--- config.mk ---
export PLATFORM = sky130hd
export DESIGN_NAME = fmma_scaler
export DESIGN_NICKNAME = d
export VERILOG_FILES = /design/src/rtl/fmma_pkg.sv /design/src/rtl/fmma_scaler.sv
export SDC_FILE = /design/constraint.sdc
export NUM_CORES = 2
export LEC_CHECK = 0
export BUFFER_PORTS_ARGS = -buffer_cell sky130_fd_sc_hd__buf_2
export CORE_ASPECT_RATIO = 1.5
export CORE_MARGIN = 2
export CORE_UTILIZATION = 35
export DETAILED_ROUTE_END_ITERATION = 7
export SYNTH_ARGS = -nofsm -noshare
export SYNTH_HDL_FRONTEND = slang
export SYNTH_SLANG_ARGS = --single-unit
--- constraint.sdc ---
create_clock -name clk_i -period 8.1 [get_ports clk_i]
set_input_delay 0 -clock clk_i [delete_from_list [all_inputs] [get_ports clk_i]]
set_output_delay 0 -clock clk_i [all_outputs]
set_load 0.03 [all_outputs]
--- src/rtl/fmma_pkg.sv ---
`timescale 1ns / 1ps
package fmma_pkg;

  localparam int VAL_W = 32;
  localparam int LEN_W = 33;
  localparam int PTR_W = 13;

  localparam logic [2:0] CMD_LOAD_ROW = 3'd0;
  localparam logic [2:0] CMD_LOAD_COL = 3'd1;
  localparam logic [2:0] CMD_CLEAR    = 3'd2;
  localparam logic [2:0] CMD_ADD      = 3'd3;
  localparam logic [2:0] CMD_READ     = 3'd4;

  localparam logic [1:0] STAT_OK      = 2'd0;
  localparam logic [1:0] STAT_MISSING = 2'd1;
  localparam logic [1:0] STAT_RANGE   = 2'd2;
  localparam logic [1:0] STAT_SAT     = 2'd3;

  typedef struct packed {
    logic [2:0]              command;
    logic [11:0]             slot;
    logic [PTR_W-1:0]        load_word;
    logic [9:0]              node_first;
    logic [9:0]              node_second;
    logic signed [VAL_W-1:0] coord_first;
    logic signed [VAL_W-1:0] coord_second;
  } item_t;

  typedef struct packed {
    logic signed [VAL_W-1:0] read_value;
    logic [1:0]              status;
  } result_t;

  typedef enum logic [3:0] {
    ST_IDLE,
    ST_EXEC,
    ST_CLEAR,
    ST_ROW_S,
    ST_ROW_E,
    ST_ROW_W,
    ST_SCAN,
    ST_CHECK,
    ST_RMW_RD,
    ST_RMW_WR,
    ST_READ,
    ST_FIN
  } state_e;

endpackage

--- src/rtl/fmma_scaler.sv ---
`timescale 1ns / 1ps
// Rounded |len|/3 and |len|/6 by reciprocal multiplication, split into a low-slice and a high-slice partial product.
// floor(x/6) is taken as floor(floor(x/2)/3), so both quotients share one reciprocal.
module fmma_scaler (
  input  logic                              clk_i,
  input  logic                              rst_ni,
  input  logic                              start_i,
  input  logic signed [fmma_pkg::LEN_W-1:0] len_i,
  output logic                              done_o,
  output logic signed [fmma_pkg::VAL_W-1:0] third_o,
  output logic signed [fmma_pkg::VAL_W-1:0] sixth_o
);
  localparam int LW = fmma_pkg::LEN_W;
  localparam int VW = fmma_pkg::VAL_W;
  localparam int HW = 17;
  localparam int MW = LW + HW;
  localparam int PW = 2 * LW;
  localparam int SH = 34;
  // ceil(2^34 / 3): exact floor quotient for every dividend below 2^33
  localparam logic [LW-1:0]    RECIP    = 33'h155555556;
  localparam logic [HW-1:0]    RECIP_LO = RECIP[HW-1:0];
  localparam logic [LW-HW-1:0] RECIP_HI = RECIP[LW-1:HW];

  logic          busy_q, busy_d;
  logic          phase_q, phase_d;
  logic          done_q, done_d;
  logic          neg_q, neg_d;
  logic [LW-1:0] a3_q, a3_d, a6_q, a6_d;
  logic [PW-1:0] p3_q, p3_d, p6_q, p6_d;
  logic [LW-1:0] mag, mag3;
  logic [HW-1:0] coef;
  logic [MW-1:0] part3, part6;

  assign mag   = len_i[LW-1] ? LW'(-len_i) : LW'(len_i);
  assign mag3  = mag + LW'(3);
  // low slice of the reciprocal first, high slice second
  assign coef  = phase_q ? HW'(RECIP_HI) : RECIP_LO;
  assign part3 = MW'(a3_q) * MW'(coef);
  assign part6 = MW'(a6_q) * MW'(coef);

  always_comb begin
    busy_d  = busy_q;
    phase_d = phase_q;
    done_d  = done_q;
    neg_d   = neg_q;
    a3_d    = a3_q;
    a6_d    = a6_q;
    p3_d    = p3_q;
    p6_d    = p6_q;
    if (start_i) begin
      busy_d  = 1'b1;
      phase_d = 1'b0;
      done_d  = 1'b0;
      neg_d   = len_i[LW-1];
      // round half away from zero: add half the divisor before truncating
      a3_d    = mag + LW'(1);
      a6_d    = {1'b0, mag3[LW-1:1]};
    end else if (busy_q) begin
      phase_d = 1'b1;
      if (!phase_q) begin
        p3_d = PW'(part3);
        p6_d = PW'(part6);
      end else begin
        p3_d   = p3_q + (PW'(part3) << HW);
        p6_d   = p6_q + (PW'(part6) << HW);
        busy_d = 1'b0;
        done_d = 1'b1;
      end
    end
  end

  always_ff @(posedge clk_i or negedge rst_ni) begin
    if (!rst_ni) begin
      busy_q  <= 1'b0;
      phase_q <= 1'b0;
      done_q  <= 1'b0;
    end else begin
      busy_q  <= busy_d;
      phase_q <= phase_d;
      done_q  <= done_d;
    end
  end

  always_ff @(posedge clk_i) begin
    neg_q <= neg_d;
    a3_q  <= a3_d;
    a6_q  <= a6_d;
    p3_q  <= p3_d;
    p6_q  <= p6_d;
  end

  assign done_o  = done_q;
  assign third_o = neg_q ? -$signed(p3_q[SH+VW-1:SH]) : $signed(p3_q[SH+VW-1:SH]);
  assign sixth_o = neg_q ? -$signed(p6_q[SH+VW-1:SH]) : $signed(p6_q[SH+VW-1:SH]);

endmodule

# [After elaboration in Yosys (flattened, before gate mapping)]
# Index checks and enable logic that the tools add are counted.
[totals] register_bits=201 output_inout_bits=65
[classes] n_addsub=7 n_mul=2 mux=14 bitwise_logic=1 n_reduce_logical=4
[op_table] op="66-bit adder" count=2
[op_table] op="50-bit 2-to-1 mux" count=2
[op_table] op="32-bit 2-to-1 mux" count=2
[op_table] op="32-bit negation" count=2
[op_table] op="33-bit by 17-bit multiplier with 50-bit output" count=1
[op_table] op="32-bit by 17-bit multiplier with 49-bit output" count=1
[op_table] op="33-bit by 1-bit adder with 33-bit output (second input constant)" count=1
[op_table] op="33-bit by 2-bit adder with 33-bit output (second input constant)" count=1
[op_table] op="33-bit 2-to-1 mux" count=1
[op_table] op="33-bit negation" count=1
[op_table] op="17-bit 2-to-1 mux" count=1
[op_table] op="1-bit 2-to-1 mux" count=8
[op_table] op="2-bit AND reduction" count=2
[op_table] op="2-bit nonzero test" count=2
[op_table] op="1-bit inverter" count=1

# [Longest topological paths before layout]
[depth] depth_word=4 depth_mapped=39

# [Least setup slack after synthesis]
# Ideal clock, no wire load.
[synth_timing] path_type="register to register" from="register phase_q" to="register p6_q[62] (data pin)" setup_ps=266 arrival_ps=8144 required_time_ps=7834 setup_slack_ps=-310 path_stages_with_launch=39 synth_period_minus_slack_ps=8410 cell_sequence="dfrtp_1 clkbuf_1 clkbuf_1 nand2_1 nand2_1 ha_1 inv_1 fa_1 fa_1 inv_1 fa_1 fa_1 inv_1 fa_1 inv_1 ha_1 clkbuf_1 nor2_1 (+3 left out) nand2_1 o31a_1 o31ai_1 a311o_1 a311o_1 xor2_1 ha_1 a21o_1 a21o_1 a21o_1 a21oi_1 nor2b_1 o21ai_0 nand2b_1 a221o_1 a41oi_1 xor2_1 nor2_1"
[synth_between] elab_chain_len=3
[synth_lines] item="start, declared" line_no="fmma_scaler.sv:25" text="logic phase_q, phase_d;"
[synth_lines] item="start signal, assigned" line_no="fmma_scaler.sv:79" text="phase_q <= phase_d;"
[synth_lines] item="17-bit 2-to-1 mux" line_no="fmma_scaler.sv:37" text="assign coef = phase_q ? HW'(RECIP_HI) : RECIP_LO;"
[synth_lines] item="32-bit by 17-bit multiplier with 49-bit output" line_no="fmma_scaler.sv:39" text="assign part6 = MW'(a6_q) * MW'(coef);"
[synth_lines] item="66-bit adder" line_no="fmma_scaler.sv:65" text="p6_d = p6_q + (PW'(part6) << HW);"
[synth_lines] item="end signal, assigned" line_no="fmma_scaler.sv:89" text="p6_q <= p6_d;"
[synth_lines] item="end, declared" line_no="fmma_scaler.sv:29" text="logic [PW-1:0] p3_q, p3_d, p6_q, p6_d;"
# Parallel ways exist; a longest one is shown, timed or not.
# A chain may end at the register's enable or synchronous reset.

# [Worst setup path after layout]
# Ends and elaborated chain as after synthesis.

==> results.json <==
{
  "worst_pin_slew_ns": 0.967,
  "status": "finished, violations left",
  "io_buffers": 100,
  "fp.dieW_um": 276,
  "grt_pass1_vias": 35900,
  "layout_common_cells": "inv_1 (1025), buf_4 (863), fa_1 (538)",
  "critPathMaxFanout": 8,
  "synth_cells": 4427,
  "root_buffer": "clkbuf_16",
  "cap_viol_max_count": 0,
  "dieArea_sq_mm": 0.114,
  "drc": 0,
  "drt-total-wl_um": 123000,
  "drtIter0Drc": 1468,
  "io_pins": 101,
  "grt_max_degree": 70,
  "die_height_um": 412,
  "clkSinkCount": 165,
  "via_per_inst": 4.84,
  "cp.required_ns": 8.38,
  "synth_edf_count": 162,
  "hold_violations": 0,
  "min_period_over_period": 1.04,
  "wl_per_cell_um": 18.3,
  "synth_async_sr_flop_share": 0.0182,
  "nFillCells": 10700,
  "post-dp-hpwl_um": 105000,
  "criticalPathCategory": "flip-flop to flip-flop",
  "grt_pass1_wl_um": 196000,
  "cts_tree": "done",
  "htreeDepth": 4,
  "layout_commonest_cell": "inv_1",
  "fin_ws_ns": -0.348,
  "layout-drive-gt1-share": 0.249,
  "worst_path_largest_cell_delay_ns": 0.56,
  "hold_path.class": "input port to flip-flop",
  "area_delta_synth_final_pct": 26.5,
  "gr-usage-all-layers": 0.223,
  "clk_path_buf_depth": 2,
  "numCtsBuffers": 17,
  "slowest_stage": "dfrtp_4",
  "gp_congestion": 0.961,
  "finalSetupViolations": 26,
  "num_vias": 32400,
  "endpoint_kind": "flip-flop",
  "insertion_delay_ns": 0.55,
  "start_util": 0.353,
  "ys_seq_elements": 165,
  "ant_nets": 0,
  "gr-total-overflow": 0,
  "critPathArrivalTime_ns": 8.73,
  "relSlewSlack": 0.355,
  "seq_area_frac_synth": 0.127,
  "fin_skew_ns": 0.0213,
  "clk_transition_reported_paths_ns": 0.10,
  "failed_checks": "negative setup slack",
  "yosys.cell_types.count": 87,
  "antenna_found_initial": 1,
  "fp-row-count": 149,
  "syn_area_sq_mm": 0.0389,
  "finalNetCount": 6323,
  "cp-start-kind": "flip-flop",
  "post-place-ws_ns": -0.949,
  "slew_violations": 0,
  "period_minus_slack_ns": 8.45,
  "dr.pass1.iters": 5,
  "yosys_warnings": 0,
  "core_area_sq_mm": 0.110,
  "fmax_mhz": 118,
  "rsz0062_at_grt": "yes",
  "syn_avg_cell_area_sq_um": 8.78,
  "synthFlopType": "edfxtp_1"
}
## Yosys cell counts, types with 17 or more instances
cell type | n | share of area
a21oi_1 | 189 | 0.024
o21ai_0 | 141 | 0.018
xor2_1 | 125 | 0.028
nand3_1 | 47 | 0.0061
nor3_1 | 18 | 0.0023
and3_1 | 27 | 0.0043
inv_1 | 1035 | 0.10
xnor2_1 | 203 | 0.046
a211oi_1 | 18 | 0.0035
nand2_1 | 436 | 0.042
a31oi_1 | 24 | 0.0039
fa_1 | 547 | 0.28
a21o_1 | 125 | 0.024
nor2b_1 | 32 | 0.0051
o41ai_1 | 19 | 0.0043
ha_1 | 504 | 0.16
nand4_1 | 38 | 0.0061
nor2_1 | 160 | 0.015
edfxtp_1 | 162 | 0.13
or4_1 | 21 | 0.0041
or3_1 | 17 | 0.0027
clkbuf_1 | 202 | 0.020
o21bai_1 | 35 | 0.0068
nand2b_1 | 31 | 0.0050
o31ai_1 | 38 | 0.0073
mux2_2 | 32 | 0.0093
## worst paths after layout
check	cells after the start	slack [ns]	from	to
max in group asynchronous	3	7.36	rst_ni	phase_q$_DFFE_PN0P_
max reg2reg	36	-0.35	phase_q$_DFFE_PN0P_	p6_q[62]$_SDFFCE_PN0P_
min reg2reg	1	0.57	busy_q$_DFF_PN0_	busy_q$_DFF_PN0_
min in group asynchronous	3	0.49	rst_ni	phase_q$_DFFE_PN0P_
max	36	-0.35	phase_q$_DFFE_PN0P_	p6_q[62]$_SDFFCE_PN0P_
min	3	0.02	len_i[26]	a3_q[26]$_DFFE_PP_
## logic make-up (layout without fill, tap and decap cells)
group                      Yosys count  in the layout  share of synthesized area
AOI/OAI and AO/OA                  687            687                      0.114
adders and majority gates         1051           1051                      0.444
muxes                               33             33                    0.00953
DFF                                165            165                      0.127
buffers and inverters             1249           2053                      0.122
xor gates and xnor gates           328            328                     0.0739
other                                2             21                   0.000193
and+or+nand+nor                    912            912                      0.110
## area by class of cell
cell class	instances	area [sq um]	area share
antenna	1	2.50	0.0000509
clock buffer	17	425	0.00865
clock inverter	15	206	0.00420
inverter	1036	3900	0.0792
multi-input combinational	3031	30600	0.622
sequential	165	4940	0.101
tap	1434	1790	0.0365
timing repair buffer	984	7290	0.148
timing repair inverter	1	11.3	0.000229
## layer usage
layer  vias to the layer above  GRT usage  routed length [um]
met2                       585      0.423               65400
met4                         0      0.131                8100
met3                       293     0.0255                3160
met1                     15800      0.237               45900
li1                      15700          -                   -
met5                         -          0                   0
## metrics by stage
stage | util | std cells | setup TNS [ns] | hold WS, ns | instance area, sq um
3_5_place_dp | 0.424 | 6593 | -20.61 | -0.142 | 46700
3_3_place_gp | 0.424 | 6593 | -20.14 | -0.141 | 46700
6_report | 0.447 | 6684 | -5.47 | 0.0193 | 49200
2_1_floorplan | - | 4445 | -0.0733 | -0.296 | 39000
4_1_cts | 0.442 | 6675 | -5.87 | 0.00409 | 48700
5_1_grt | 0.447 | 6684 | -18.03 | 0.0395 | 49200
## state kept, by name (all words and copies together), names as in the netlist
name / cells
phase_q: 1
done_o: 1
busy_q: 1
neg_q: 1
a6_q: 32
p6_q: 48
a3_q: 33
p3_q: 48
## critical path, delay by kind of cell, from the launching register on
family	cells	cell delay [ns]
adders and majority gates	8	3.28
AOI/OAI and AO/OA	13	2.73
and+or+nand+nor	7	0.72
DFF	1	0.56
buffers and inverters	6	0.51
xor gates and xnor gates	2	0.38
## timing repair
action,in CTS,in global routing
endpoints found under the hold margin,16,0
setup endpoints to repair,48,51
pin swaps,82,41
gates resized for setup,195,103
hold buffers,12,0
cloned,3,0
setup buffers,35,8
Power is left out: the tool's default activity adds up to more than one toggle a clock period on the data nets, which glitch-free logic cannot reach.
